$ cat config.mk
export PLATFORM = sky130hd
export DESIGN_NAME = ufcc_parser
export DESIGN_NICKNAME = d
export VERILOG_FILES = /design/src/ufcc_pkg.sv /design/src/ufcc_parser.sv
export VERILOG_INCLUDE_DIRS = /design/src /design/src/src
export SDC_FILE = /design/constraint.sdc
export NUM_CORES = 1
export LEC_CHECK = 0
export BUFFER_PORTS_ARGS = -buffer_cell sky130_fd_sc_hd__buf_4
export CAP_MARGIN = 20
export CORE_MARGIN = 2
export CORE_UTILIZATION = 55
export DETAILED_ROUTE_END_ITERATION = 8
export GPL_ROUTABILITY_DRIVEN = 0
export PLACE_DENSITY_LB_ADDON = 0.1
export SLEW_MARGIN = 40
export SYNTH_ARGS = -nofsm -noshare
export SYNTH_HDL_FRONTEND = slang
export SYNTH_SLANG_ARGS = --single-unit
$ cat constraint.sdc
create_clock -name clk -period 7.3 [get_ports clk]
set_input_delay 1.46 -clock clk [delete_from_list [all_inputs] [get_ports clk]]
set_output_delay 1.46 -clock clk [all_outputs]
set_load 0.01 [all_outputs]
$ cat src/assert_macros.svh
// assertion macros shared by the checker rtl
`ifndef ASSERT_MACROS_SVH
`define ASSERT_MACROS_SVH

// property must hold at every clock edge outside reset
`define ASSERT_CLK(label, clk, rst, prop, msg) \
  label: assert property (@(posedge clk) disable iff (rst) prop) \
    else $error(msg);

// condition must never be seen at a clock edge outside reset
`define ASSERT_NEVER(label, clk, rst, cond, msg) \
  label: assert property (@(posedge clk) disable iff (rst) !(cond)) \
    else $error(msg);

`endif

$ cat src/ufcc_pkg.sv
// types, constants and crc function of the update frame checker
`default_nettype none

package ufcc_pkg;

  localparam int PAYLOAD_MAX_DEFAULT = 1024;

  localparam logic [7:0]  HEADER_RESET = 8'hFF;
  localparam logic [15:0] CRC_POLY     = 16'hA001;

  // frame layout: sync bytes, then address, then length
  localparam int SYNC_BYTES = 4;
  localparam int ADDR_END   = 8;
  localparam int HEAD_BYTES = 10;

  localparam int COUNT_W     = 17;
  localparam int QUEUE_DEPTH = 4;

  localparam logic KIND_PAYLOAD = 1'b0;
  localparam logic KIND_STATUS  = 1'b1;

  localparam logic [2:0] ST_OK         = 3'd0;
  localparam logic [2:0] ST_SHORT      = 3'd1;
  localparam logic [2:0] ST_HEADER_BAD = 3'd2;
  localparam logic [2:0] ST_TOO_LONG   = 3'd3;
  localparam logic [2:0] ST_CRC_BAD    = 3'd4;
  localparam logic [2:0] ST_INCOMPLETE = 3'd5;

  typedef enum logic [2:0] {
    PH_IDLE = 3'd0,
    PH_HEAD = 3'd1,
    PH_DATA = 3'd2,
    PH_CRCH = 3'd3,
    PH_CRCL = 3'd4
  } phase_t;

  typedef struct packed {
    logic [7:0] rx_byte;
    logic       buffer_start;
    logic       buffer_end;
  } in_item_t;

  typedef struct packed {
    logic        item_kind;
    logic [7:0]  payload_byte;
    logic [2:0]  frame_status;
    logic [31:0] frame_address;
    logic [15:0] payload_length;
    logic        last_of_run;
  } out_item_t;

  // results written to the queue by one transaction
  typedef struct packed {
    logic first;
    logic second;
  } push_t;

  // crc-16/arc update by one byte, lsb first
  function automatic logic [15:0] crc16_arc_byte(input logic [15:0] crc,
                                                 input logic [7:0]  data);
    logic [15:0] c;
    c = crc ^ {8'h00, data};
    for (int k = 0; k < 8; k++) begin
      c = c[0] ? ((c >> 1) ^ CRC_POLY) : (c >> 1);
    end
    return c;
  endfunction

endpackage

`default_nettype wire

$ cat src/ufcc_parser.sv
// frame parser: field capture, crc update and result generation per byte
`default_nettype none
`include "assert_macros.svh"

module ufcc_parser #(
  parameter int PAYLOAD_MAX = ufcc_pkg::PAYLOAD_MAX_DEFAULT
) (
  input  wire logic                clk,
  input  wire logic                rst,
  input  wire logic                accept,
  input  wire ufcc_pkg::in_item_t  in_item,
  input  wire logic [7:0]          header_value,
  output ufcc_pkg::push_t          push,
  output ufcc_pkg::out_item_t      res0,
  output ufcc_pkg::out_item_t      res1
);
  import ufcc_pkg::*;

  localparam logic [15:0] MAX_LEN = 16'(PAYLOAD_MAX);

  phase_t               phase, phase_cur, phase_next;
  logic [COUNT_W-1:0]   byte_count, count_cur, byte_count_next;
  logic [15:0]          crc_accum, crc_cur, crc_accum_next;
  logic [31:0]          address_reg, addr_cur, address_reg_next;
  logic [15:0]          length_reg, len_cur, length_reg_next;
  logic                 header_bad, hbad_cur, header_bad_next;
  logic [7:0]           crc_high_rx, crch_cur, crc_high_rx_next;

  logic      prim_vld;
  logic      idle_byte;
  logic      end_vld;
  out_item_t prim;
  out_item_t end_item;

  always_comb begin
    // buffer start restarts the frame with this byte
    if (in_item.buffer_start) begin
      phase_cur = PH_HEAD;
      count_cur = '0;
      crc_cur   = '0;
      addr_cur  = '0;
      len_cur   = '0;
      hbad_cur  = 1'b0;
      crch_cur  = '0;
    end else begin
      phase_cur = phase;
      count_cur = byte_count;
      crc_cur   = crc_accum;
      addr_cur  = address_reg;
      len_cur   = length_reg;
      hbad_cur  = header_bad;
      crch_cur  = crc_high_rx;
    end

    phase_next       = phase_cur;
    byte_count_next  = count_cur;
    crc_accum_next   = crc_cur;
    address_reg_next = addr_cur;
    length_reg_next  = len_cur;
    header_bad_next  = hbad_cur;
    crc_high_rx_next = crch_cur;

    prim_vld  = 1'b0;
    idle_byte = 1'b0;
    prim      = '0;

    unique case (phase_cur)
      PH_HEAD: begin
        crc_accum_next = crc16_arc_byte(crc_cur, in_item.rx_byte);
        if (count_cur < COUNT_W'(SYNC_BYTES)) begin
          if (in_item.rx_byte != header_value) begin
            header_bad_next = 1'b1;
          end
        end else if (count_cur < COUNT_W'(ADDR_END)) begin
          address_reg_next = {addr_cur[23:0], in_item.rx_byte};
        end else begin
          length_reg_next = {len_cur[7:0], in_item.rx_byte};
        end
        byte_count_next = count_cur + 1'b1;
        if (byte_count_next == COUNT_W'(HEAD_BYTES)) begin
          if (header_bad_next) begin
            prim_vld          = 1'b1;
            prim.item_kind    = KIND_STATUS;
            prim.frame_status = ST_HEADER_BAD;
            phase_next        = PH_IDLE;
          end else if (length_reg_next > MAX_LEN) begin
            prim_vld          = 1'b1;
            prim.item_kind    = KIND_STATUS;
            prim.frame_status = ST_TOO_LONG;
            phase_next        = PH_IDLE;
          end else if (length_reg_next == '0) begin
            phase_next = PH_CRCH;
          end else begin
            phase_next = PH_DATA;
          end
        end
      end
      PH_DATA: begin
        crc_accum_next    = crc16_arc_byte(crc_cur, in_item.rx_byte);
        prim_vld          = 1'b1;
        prim.item_kind    = KIND_PAYLOAD;
        prim.payload_byte = in_item.rx_byte;
        byte_count_next   = count_cur + 1'b1;
        if (byte_count_next >= COUNT_W'(HEAD_BYTES) + COUNT_W'(len_cur)) begin
          phase_next = PH_CRCH;
        end
      end
      PH_CRCH: begin
        crc_high_rx_next = in_item.rx_byte;
        byte_count_next  = count_cur + 1'b1;
        phase_next       = PH_CRCL;
      end
      PH_CRCL: begin
        byte_count_next = count_cur + 1'b1;
        prim_vld        = 1'b1;
        prim.item_kind  = KIND_STATUS;
        if (crch_cur == crc_cur[15:8] && in_item.rx_byte == crc_cur[7:0]) begin
          prim.frame_status = ST_OK;
        end else begin
          prim.frame_status = ST_CRC_BAD;
        end
        phase_next = PH_IDLE;
      end
      default: begin
        // stray byte outside a frame
        idle_byte  = 1'b1;
        phase_next = PH_IDLE;
      end
    endcase

    prim.frame_address  = address_reg_next;
    prim.payload_length = length_reg_next;

    // buffer ended on an unfinished frame
    end_vld = in_item.buffer_end && !idle_byte && (phase_next != PH_IDLE);
    if (end_vld) begin
      phase_next = PH_IDLE;
    end

    end_item           = '0;
    end_item.item_kind = KIND_STATUS;
    if (byte_count_next < COUNT_W'(HEAD_BYTES)) begin
      end_item.frame_status = ST_SHORT;
    end else begin
      end_item.frame_status   = ST_INCOMPLETE;
      end_item.frame_address  = address_reg_next;
      end_item.payload_length = length_reg_next;
    end

    if (prim_vld) begin
      res0        = prim;
      res1        = end_item;
      push.first  = accept;
      push.second = accept && end_vld;
    end else begin
      res0        = end_item;
      res1        = end_item;
      push.first  = accept && end_vld;
      push.second = 1'b0;
    end
    res0.last_of_run = !(prim_vld && end_vld);
    res1.last_of_run = 1'b1;
  end

  always_ff @(posedge clk) begin
    if (rst) begin
      phase       <= PH_IDLE;
      byte_count  <= '0;
      crc_accum   <= '0;
      address_reg <= '0;
      length_reg  <= '0;
      header_bad  <= 1'b0;
      crc_high_rx <= '0;
    end else if (accept) begin
      phase       <= phase_next;
      byte_count  <= byte_count_next;
      crc_accum   <= crc_accum_next;
      address_reg <= address_reg_next;
      length_reg  <= length_reg_next;
      header_bad  <= header_bad_next;
      crc_high_rx <= crc_high_rx_next;
    end
  end

  `ASSERT_CLK(a_second_after_payload, clk, rst,
              push.second |-> (push.first && res0.item_kind == KIND_PAYLOAD),
              "second result without a payload result ahead of it")
  `ASSERT_CLK(a_last_flag, clk, rst,
              push.first |-> (res0.last_of_run != push.second),
              "last_of_run misplaced in a two-result transaction")
  `ASSERT_CLK(a_start_restarts, clk, rst,
              (accept && in_item.buffer_start && !in_item.buffer_end)
              |=> (phase == PH_HEAD && byte_count == COUNT_W'(1)),
              "buffer start did not restart the header")

endmodule

`default_nettype wire

### Word-level counts from Yosys, hierarchy flattened

Index checks and enable logic that the tools add are counted.

| storage, ports and cells | value |
|---|---|
| register bits | 93 |
| output and inout port bits | 124 |

| cells by class | value |
|---|---|
| add/sub/neg operators | 2 |
| order comparisons | 5 |
| equal/unequal tests | 8 |
| mux-type cells | 51 |
| bitwise operators | 9 |
| reduce and logical (&&, ||, !) cells | 11 |

Operators by type and width:

| cell | number |
|---|---|
| 16-bit two-way mux | 15 |
| 32-bit two-way mux | 4 |
| 61-bit two-way mux | 1 |
| 48-bit two-way mux | 1 |
| 17-bit by 4-bit < comparator with 1-bit output, second input constant | 2 |
| 17-bit two-way mux | 2 |
| 8-bit two-way mux | 3 |
| 2-bit inverter with 3-bit output | 8 |
| 3-bit two-way mux | 6 |
| 17-bit by 1-bit adder with 17-bit output, second input constant | 1 |
| 4-bit by 16-bit adder with 17-bit output, first input constant | 1 |
| 17-bit by 4-bit equality test with 1-bit output, second input constant | 1 |
| 17-bit greater-or-equal comparator | 1 |
| 17-bit by 3-bit < comparator with 1-bit output, second input constant | 1 |
| 8-bit equality test | 2 |
| 16-bit by 11-bit greater-than comparator with 1-bit output, second input constant | 1 |
| 16-bit logical NOT | 1 |
| 16-bit by 8-bit bitwise XOR with 16-bit output | 1 |
| 2-bit two-way mux | 6 |
| 1-bit two-way mux | 9 |
| 3-bit case mux with 3 select lines | 1 |
| 8-bit inequality test | 1 |
| 3-bit by 2-bit equality test with 1-bit output, second input constant | 2 |
| 3-bit case mux with 2 select lines | 1 |
| other kinds (8) | 14 |

### Depth between registers and ports, before layout

Gate-level depths: netlist (run 1).

| depth | value |
|---|---|
| depth in word-level cells | 19 |
| depth in mapped cells | 22 |
| mapped depth without buffers | 14 |

### Worst setup path before layout (run 1)

OpenSTA, ideal clock, no wires.

| timing path | value |
|---|---|
| path type | input to output |
| start | in in_item[1] (netlist name) |
| end | out push[1] (netlist name) |
| arrival | 5.391 ns |
| setup slack | 0.449 ns |
| stages | 18 |
| buffers on the path | 9 |
| cell sequence | clkbuf_1 > clkbuf_1 > buf_2 > buf_2 > buf_1 > buf_1 > clkbuf_1 > nor2b_1 > ha_1 > clkbuf_1 > nor2b_1 > nand4_1 > buf_2 > mux2i_1 > o311ai_0 > nor4_1 > a222oi_1 > nor3_1 |

RTL lines:

| item | line | text |
|---|---|---|
| start, declared | ufcc_parser.sv:11 | `input wire ufcc_pkg::in_item_t in_item,` |
| end, declared | ufcc_parser.sv:13 | `output ufcc_pkg::push_t push,` |

==> impl_metrics.tcl, run 1 <==
set metrics [dict create \
    synth_edf_count 0 \
    fin_tns_setup_ns 0 \
    cts.hold.buffers_added 0 \
    timing.critical_path.slowest_cell_delay_ns 0.46 \
    synth_seq_cells 93 \
    post-cts-setup-buffer-count 0 \
    crit_path_top_delay_cell "sky130_fd_sc_hd__nor3_1" \
    vias_in_the_first_global_route 6707 \
    share_of_power_burned_in_combinational_logic_pct 16.8 \
    yosys_most_used_dff "sky130_fd_sc_hd__dfxtp_1" \
    start_util_pct 56.4 \
    critPathMaxFanout 97 \
    finalCriticalPeriod_ns 6.37 \
    die_area_um2 13900 \
    timing.critical_path.cells "buf_4, nor2b_1, ha_1, nor2b_1, nand4_1, nor3_1, xor2_1, a2111o_1, nor3_4, buf_12, inv_1, a31o_1, buf_4" \
    cts-buffers-inserted 9 \
    grt_max_degree 98 \
    postRouteWirelength_um 22100 \
    synth_top_area_share_pct 26.0 \
    detailedRoute.firstPassIterationCount 5 \
    timing.max_slew.rel_slack_pct 46.9 \
    ioPinCount 145 \
    final_max_slew_viol_count 0 \
    powerDensity_nw_per_um2 145 \
    detailedRoute.firstIterationViolations 906 \
    placeableCoreArea_um2 12700 \
    cts.path.max_buffers 2 \
    die_w_um 118 \
    netlist.top_cell.by_area "sky130_fd_sc_hd__dfxtp_1" \
    initial_antenna_violation_count 0 \
    worst_ep_required_time_ns 5.84 \
    cts_tree "yes" \
    synth_top_cells_by_count "sky130_fd_sc_hd__nor2_1, sky130_fd_sc_hd__nand2_1, sky130_fd_sc_hd__dfxtp_1, sky130_fd_sc_hd__a22oi_1, sky130_fd_sc_hd__clkbuf_1" \
    dpl-instance-area_um2 8030 \
    maxCapViolations 0 \
    synthMostInstantiatedCell "sky130_fd_sc_hd__nor2_1" \
    resized_cells_post_cts 0 \
    p_leak_nw 3.32 \
    max_freq_mhz 157 \
    synth_cell_type_count 62 \
    ctsHtreeMaxLevel 3 \
    antenna_violating_nets_post_route 0 \
    worst_pin_slew_ns 0.793 \
    fillCellCount 1170 \
    clock_power_share_pct 39.6 \
    synth_warnings 0 \
    outcome "completed" \
    netSwitchingPower_w 0.000358 \
    finalInstanceArea_um2 8330 \
    vdd_drop_max_mv 0.114 \
    criticalPathCategory "in -> out" \
    final_nets 1091 \
    timing_hold_violations_final 0 \
    clock_skew_ns 0.00836 \
    crit_path_start_kind "input pin" \
    seqCellArea_um2 1860 \
    cp-end-kind "output pin" \
    global_route.overflow_total 0 \
    total_number_of_clock_tree_sinks 93 \
    viasPerCell 6.13 \
    path_clk_slew_ns 0.06 \
    die_y_um 118 \
    asyncSetResetFlopFracSynth_pct 0 \
    synth.yosys.seq_area_share_pct 26.0 \
    wire_per_inst_um 18.1 \
    max_ffs_per_register 32 \
    clkLatencyLatePin_ns 0.36 \
    rows 41 \
    final.hold.worst_slack_ns 0.476 \
    grt_setup_unrepaired "false" \
    dpl.hpwl_um 15000 \
    synthToLayoutAreaGrowth_pct 16.5 \
    synthCells 989 \
    placement.io_buffers 132 \
    sw_frac_of_total_pct 29.6 \
    grt_usage_pct 30.8 \
    post_synth_instance_area_um2 7150 \
    drt_drc_violations_left 0 \
    synth_area_leaders "sky130_fd_sc_hd__dfxtp_1, sky130_fd_sc_hd__nor2_1, sky130_fd_sc_hd__a22oi_1, sky130_fd_sc_hd__nand2_1, sky130_fd_sc_hd__a31oi_1" \
    cp_arrival_ns 4.91 \
    grt_first_pass_wirelength_um 35100 \
    post-route-period-util_pct 87.3 \
    finalSetupViolCount 0 \
    multi_input_area_um2 4800 \
    syn_area_per_cell_um2 7.23 \
    p_seq_share_pct 43.6 \
    vias 7497 \
    hp-class "reg -> reg" \
    clock-root-buffer "sky130_fd_sc_hd__clkbuf_16" \
    share_of_final_layout_standard_cells_stronger_than_drive_strength_1_pct 19.1 \
    p_int_w 0.000852 \
    antennaDiodeCount 0 \
    layoutNonFillerInstCount 1223 \
    numPlacedInstances 1207 \
]
[final cells by class]
type                    instances  area share (%)
clock inverters                 6           0.751
multi-input cells             784            57.7
well taps                     172            2.58
flip-flops and latches         93            22.4
repair buffers                147            13.4
clock buffers                  10            2.75
inverters                      11           0.496
[layout by cell type (no fill, tap or decap), types with 4 or more instances in the layout]
master,count
sky130_fd_sc_hd__a211oi_1,10
sky130_fd_sc_hd__or4_1,7
sky130_fd_sc_hd__a21oi_1,50
sky130_fd_sc_hd__nand2_1,98
sky130_fd_sc_hd__dfxtp_1,93
sky130_fd_sc_hd__nor4_1,11
sky130_fd_sc_hd__or3_1,5
sky130_fd_sc_hd__a22oi_1,74
sky130_fd_sc_hd__ha_1,24
sky130_fd_sc_hd__nand2b_1,4
sky130_fd_sc_hd__nor3b_1,10
sky130_fd_sc_hd__nand4_1,17
sky130_fd_sc_hd__o21ai_2,4
sky130_fd_sc_hd__a31oi_1,51
sky130_fd_sc_hd__o211ai_1,6
sky130_fd_sc_hd__nand3_1,17
sky130_fd_sc_hd__nor2b_1,23
sky130_fd_sc_hd__mux2i_1,4
sky130_fd_sc_hd__xnor2_1,31
sky130_fd_sc_hd__mux2_2,24
sky130_fd_sc_hd__o21ai_0,21
sky130_fd_sc_hd__clkbuf_16,9
sky130_fd_sc_hd__nor2_1,161
sky130_fd_sc_hd__o21a_1,6
sky130_fd_sc_hd__nor3_1,22
sky130_fd_sc_hd__o31ai_1,4
sky130_fd_sc_hd__buf_4,143
sky130_fd_sc_hd__conb_1,12
sky130_fd_sc_hd__and3_1,18
sky130_fd_sc_hd__xor2_1,26
sky130_fd_sc_hd__inv_1,11
[worst paths after layout]
kind | from | end | slack, ns | cells after the start
worst max-delay path | in_item[1] | res0[51] | 0.93 | 13
worst min-delay path | crc_accum[1]$_SDFFE_PP0P_ | crc_accum[1]$_SDFFE_PP0P_ | 0.48 | 2
worst max register to register | byte_count[0]$_SDFFE_PP0P_ | phase[0]$_SDFFE_PP0P_ | 3.57 | 13
worst min register to register | crc_accum[1]$_SDFFE_PP0P_ | crc_accum[1]$_SDFFE_PP0P_ | 0.48 | 2
[power by group through the flow]
| stage | Combinational (W) | Clock [W] | Sequential (W) |
|---|---|---|---|
| after floorplan | 0.000159 | 0 | 0.000534 |
| after global placement | 0.000195 | 0 | 0.000540 |
| after detailed placement | 0.000198 | 0 | 0.000539 |
| after CTS | 0.000200 | 0.000480 | 0.000528 |
| after global routing | 0.000223 | 0.000502 | 0.000529 |
| final | 0.000203 | 0.000479 | 0.000528 |
[logic make-up (layout without fill, tap and decap cells)]
group,after synthesis,after routing,share of synthesized area [%]
buffers and inverters,122,174,7.82
AND/OR/NAND/NOR,417,417,27.7
AO/OA/AOI/OAI,245,245,22.5
other,2,12,0.105
XOR/XNOR,58,58,7.30
multiplexers,28,28,4.34
adder cells (fa/ha/maj),24,24,4.20
flip-flops,93,93,26.0
[metrics by stage]
stage / setup slack [ns] / util [%] / total power, W
after floorplan: 0.449 / - / 0.000693
after global placement: 1.06 / 63.2 / 0.000734
after detailed placement: 0.979 / 63.4 / 0.000738
after CTS: 0.972 / 65.7 / 0.00121
after global routing: 0.610 / 65.7 / 0.00125
final: 0.927 / 65.7 / 0.00121
[worst max-delay path, delay by kind of cell]
kind / cells / cell delay [ns]
adder cells (fa/ha/maj): 1 / 0.36
XOR/XNOR: 1 / 0.11
buffers and inverters: 4 / 0.79
AND/OR/NAND/NOR: 5 / 1.52
AO/OA/AOI/OAI: 2 / 0.62
[routing by layer]
| metal | vias up | GRT usage, % | routed length, µm |
|---|---|---|---|
| met1 | 3524 | 42.1 | 9710 |
| met4 | 0 | 10.9 | 569 |
| met3 | 50 | 4.60 | 1370 |
| li1 | 3628 | - | - |
| met2 | 295 | 49.2 | 10500 |
| met5 | - | 0 | 0 |
(Power assumes the default switching activity.)
==> run 2: changes to the inputs <==
--- a/config.mk
+++ b/config.mk
@@ -10,6 +10,7 @@
 export CAP_MARGIN = 20
 export CORE_MARGIN = 2
 export CORE_UTILIZATION = 55
+export CTS_BUF_LIST = sky130_fd_sc_hd__clkbuf_8
 export DETAILED_ROUTE_END_ITERATION = 8
 export GPL_ROUTABILITY_DRIVEN = 0
 export PLACE_DENSITY_LB_ADDON = 0.1
==> constraint.sdc (replaced) <==
create_clock -name clk -period 7.43 [get_ports clk]
set_input_delay 1.486 -clock clk [delete_from_list [all_inputs] [get_ports clk]]
set_output_delay 1.486 -clock clk [all_outputs]
set_load 0.01 [all_outputs]
==> run 2 against run 1 <==
  * First-iteration DRC count is 13% lower
  * Utilization is 0.65 points lower
  * Die area did not move
  * Highest routed layer unchanged
  * Worst setup slack got worse by 0.049 ns
  * Hold slack better by 0.0070 ns
  * Cell area is 0.99% lower
  * Clock power is 29% lower
  * Via count is 0.39% higher
  * Sequential cell count unchanged
  * Critical endpoint is now res0[30]
  * Critical path depth down 1
==> impl_metrics.tcl, run 2 (synthesis results as in run 1) <==
set metrics [dict create \
    outcome "completed" \
    hp-class "reg -> reg" \
    finalCriticalPeriod_ns 6.55 \
    antennaDiodeCount 0 \
    vdd_drop_max_mv 0.108 \
    grt_first_pass_wirelength_um 35000 \
    r2r_slack_ns 3.80 \
    detailedRoute.firstIterationViolations 792 \
    maxCapViolations 0 \
    startpoint "in_item[1]" \
    reg2regPathDepth 13 \
    start_util_pct 56.4 \
    cp_arrival_ns 5.07 \
    post-cts-setup-buffer-count 0 \
    crit_path_start_kind "input pin" \
    p_leak_nw 3.28 \
    crit_path_top_delay_cell "sky130_fd_sc_hd__nor3_1" \
    grt_setup_unrepaired "false" \
    die_area_um2 13900 \
    placement.io_buffers 132 \
    clock_skew_ns 0.0111 \
    final_common_cell "sky130_fd_sc_hd__nor2_1" \
    wl_met1_um 9500 \
    layout_common_cells "sky130_fd_sc_hd__nor2_1, sky130_fd_sc_hd__buf_4, sky130_fd_sc_hd__nand2_1, sky130_fd_sc_hd__dfxtp_1, sky130_fd_sc_hd__a22oi_1" \
    cts_tree "yes" \
    routed-wl-met3_um 1530 \
    placeableCoreArea_um2 12700 \
    timing.critical_path.slowest_cell_delay_ns 0.46 \
    highest_routed_metal_layer "met4" \
    dpl.hpwl_um 15300 \
    drt_drc_violations_left 0 \
    finalSetupViolCount 0 \
    antenna_violating_nets_post_route 0 \
    synthToLayoutAreaGrowth_pct 15.3 \
    max_ffs_per_register 32 \
    cts.path.max_buffers 2 \
    clock-root-buffer "sky130_fd_sc_hd__clkbuf_8" \
    vias_in_the_first_global_route 6761 \
    clkLatencyLatePin_ns 0.40 \
    criticalPathCategory "in -> out" \
    final_nets 1091 \
    grt_usage_pct 30.7 \
    critPathMaxFanout 27 \
    worst_pin_slew_ns 0.812 \
    timing.critical_path.cells "buf_4, nor2b_1, ha_1, nor2b_1, nand4_1, nor3_1, xor2_1, a2111o_1, nor3_4, buf_4, a31oi_1, buf_4" \
    cts-buffers-inserted 9 \
    r2r-end "phase[0]$_SDFFE_PP0P_" \
    viasPerCell 6.15 \
    vias 7526 \
    max_freq_mhz 153 \
    cp-end-kind "output pin" \
    resized_cells_post_cts 0 \
    die_w_um 118 \
    final.hold.worst_slack_ns 0.483 \
    share_of_final_layout_standard_cells_stronger_than_drive_strength_1_pct 19.3 \
    timing_hold_violations_final 0 \
    cts.hold.buffers_added 0 \
    crit_path_end "res0[30]" \
    worstReg2RegStart "byte_count[0]$_SDFFE_PP0P_" \
    timing.max_slew.rel_slack_pct 45.4 \
    fin_tns_setup_ns 0 \
    powerDensity_nw_per_um2 129 \
    postRouteWirelength_um 21800 \
    post-route-period-util_pct 88.2 \
    die_y_um 118 \
    grt_max_degree 96 \
    ioPinCount 145 \
    met2_wirelength_um 10200 \
    initial_antenna_violation_count 0 \
    layoutNonFillerInstCount 1223 \
    final_max_slew_viol_count 0 \
    worst_ep_required_time_ns 5.94 \
    path_common_cell "sky130_fd_sc_hd__buf_4" \
    wire_per_inst_um 17.8 \
    detailedRoute.firstPassIterationCount 8 \
    path_clk_slew_ns 0.09 \
    global_route.overflow_total 0 \
    total_number_of_clock_tree_sinks 93 \
    numPlacedInstances 1207 \
    rows 41 \
    ctsHtreeMaxLevel 3 \
]
[run 2: changes by cell type in the layout (fill, tap and decap cells not counted), sizes merged]
cell      previous run  this run
clkinv               4         1
clkinvlp             0         1
bufinv               1         0
inv                 12        15
[run 2: through the flow]
stage | cell area [µm²] | setup WS (ns) | util [%] | power (W)
global route | 8250 | 0.565 | 65.1 | 0.00111
global placement | 8020 | 1.05 | 63.3 | 0.000729
detailed placement | 8050 | 0.942 | 63.5 | 0.000731
floorplan | 7190 | 0.527 | - | 0.000681
finish | 8250 | 0.878 | 65.1 | 0.00106
CTS | 8240 | 0.930 | 65.0 | 0.00107
[run 2: final cells by class]
type,count,area [µm²]
Multi-Input combinational cell,784,4810
Fill cell,1197,4430
Sequential cell,93,1860
Timing Repair Buffer,147,1130
Tap cell,172,215
Clock buffer,10,138
Clock inverter,6,52.6
Inverter,11,41.3
[run 2: critical path: cells and delay by family]
family	cells	cell delay, ns
buffers and inverters	3	0.72
XOR/XNOR	1	0.12
AND/OR/NAND/NOR	5	1.79
adder cells (fa/ha/maj)	1	0.37
AO/OA/AOI/OAI	2	0.56
[run 2: power breakdown]
group	leakage, nW	internal (W)	switching, W	total [W]
clock network	0.0971	0.000137	0.000203	0.000341
logic	2.43	0.0000732	0.000132	0.000205
registers	0.752	0.000508	0.0000107	0.000518
[run 2: worst min path at each step]
stage,to,cells after the start,slack (ns),start
after floorplan,crc_accum[1]$_SDFFE_PP0P_,2,0.44,crc_accum[1]$_SDFFE_PP0P_
after global placement,crc_accum[2]$_SDFFE_PP0P_,2,0.46,crc_accum[2]$_SDFFE_PP0P_
after detailed placement,crc_accum[4]$_SDFFE_PP0P_,2,0.47,crc_accum[4]$_SDFFE_PP0P_
after CTS,crc_accum[15]$_SDFFE_PP0P_,2,0.49,crc_accum[15]$_SDFFE_PP0P_
after global routing,crc_accum[15]$_SDFFE_PP0P_,2,0.52,crc_accum[15]$_SDFFE_PP0P_
final,crc_accum[15]$_SDFFE_PP0P_,2,0.48,crc_accum[15]$_SDFFE_PP0P_
[run 2: per-layer routing]
layer,vias up,track usage [%]
met5,-,0
met4,0,9.34
met3,52,5.77
met2,304,49.8
met1,3539,41.2
li1,3631,-
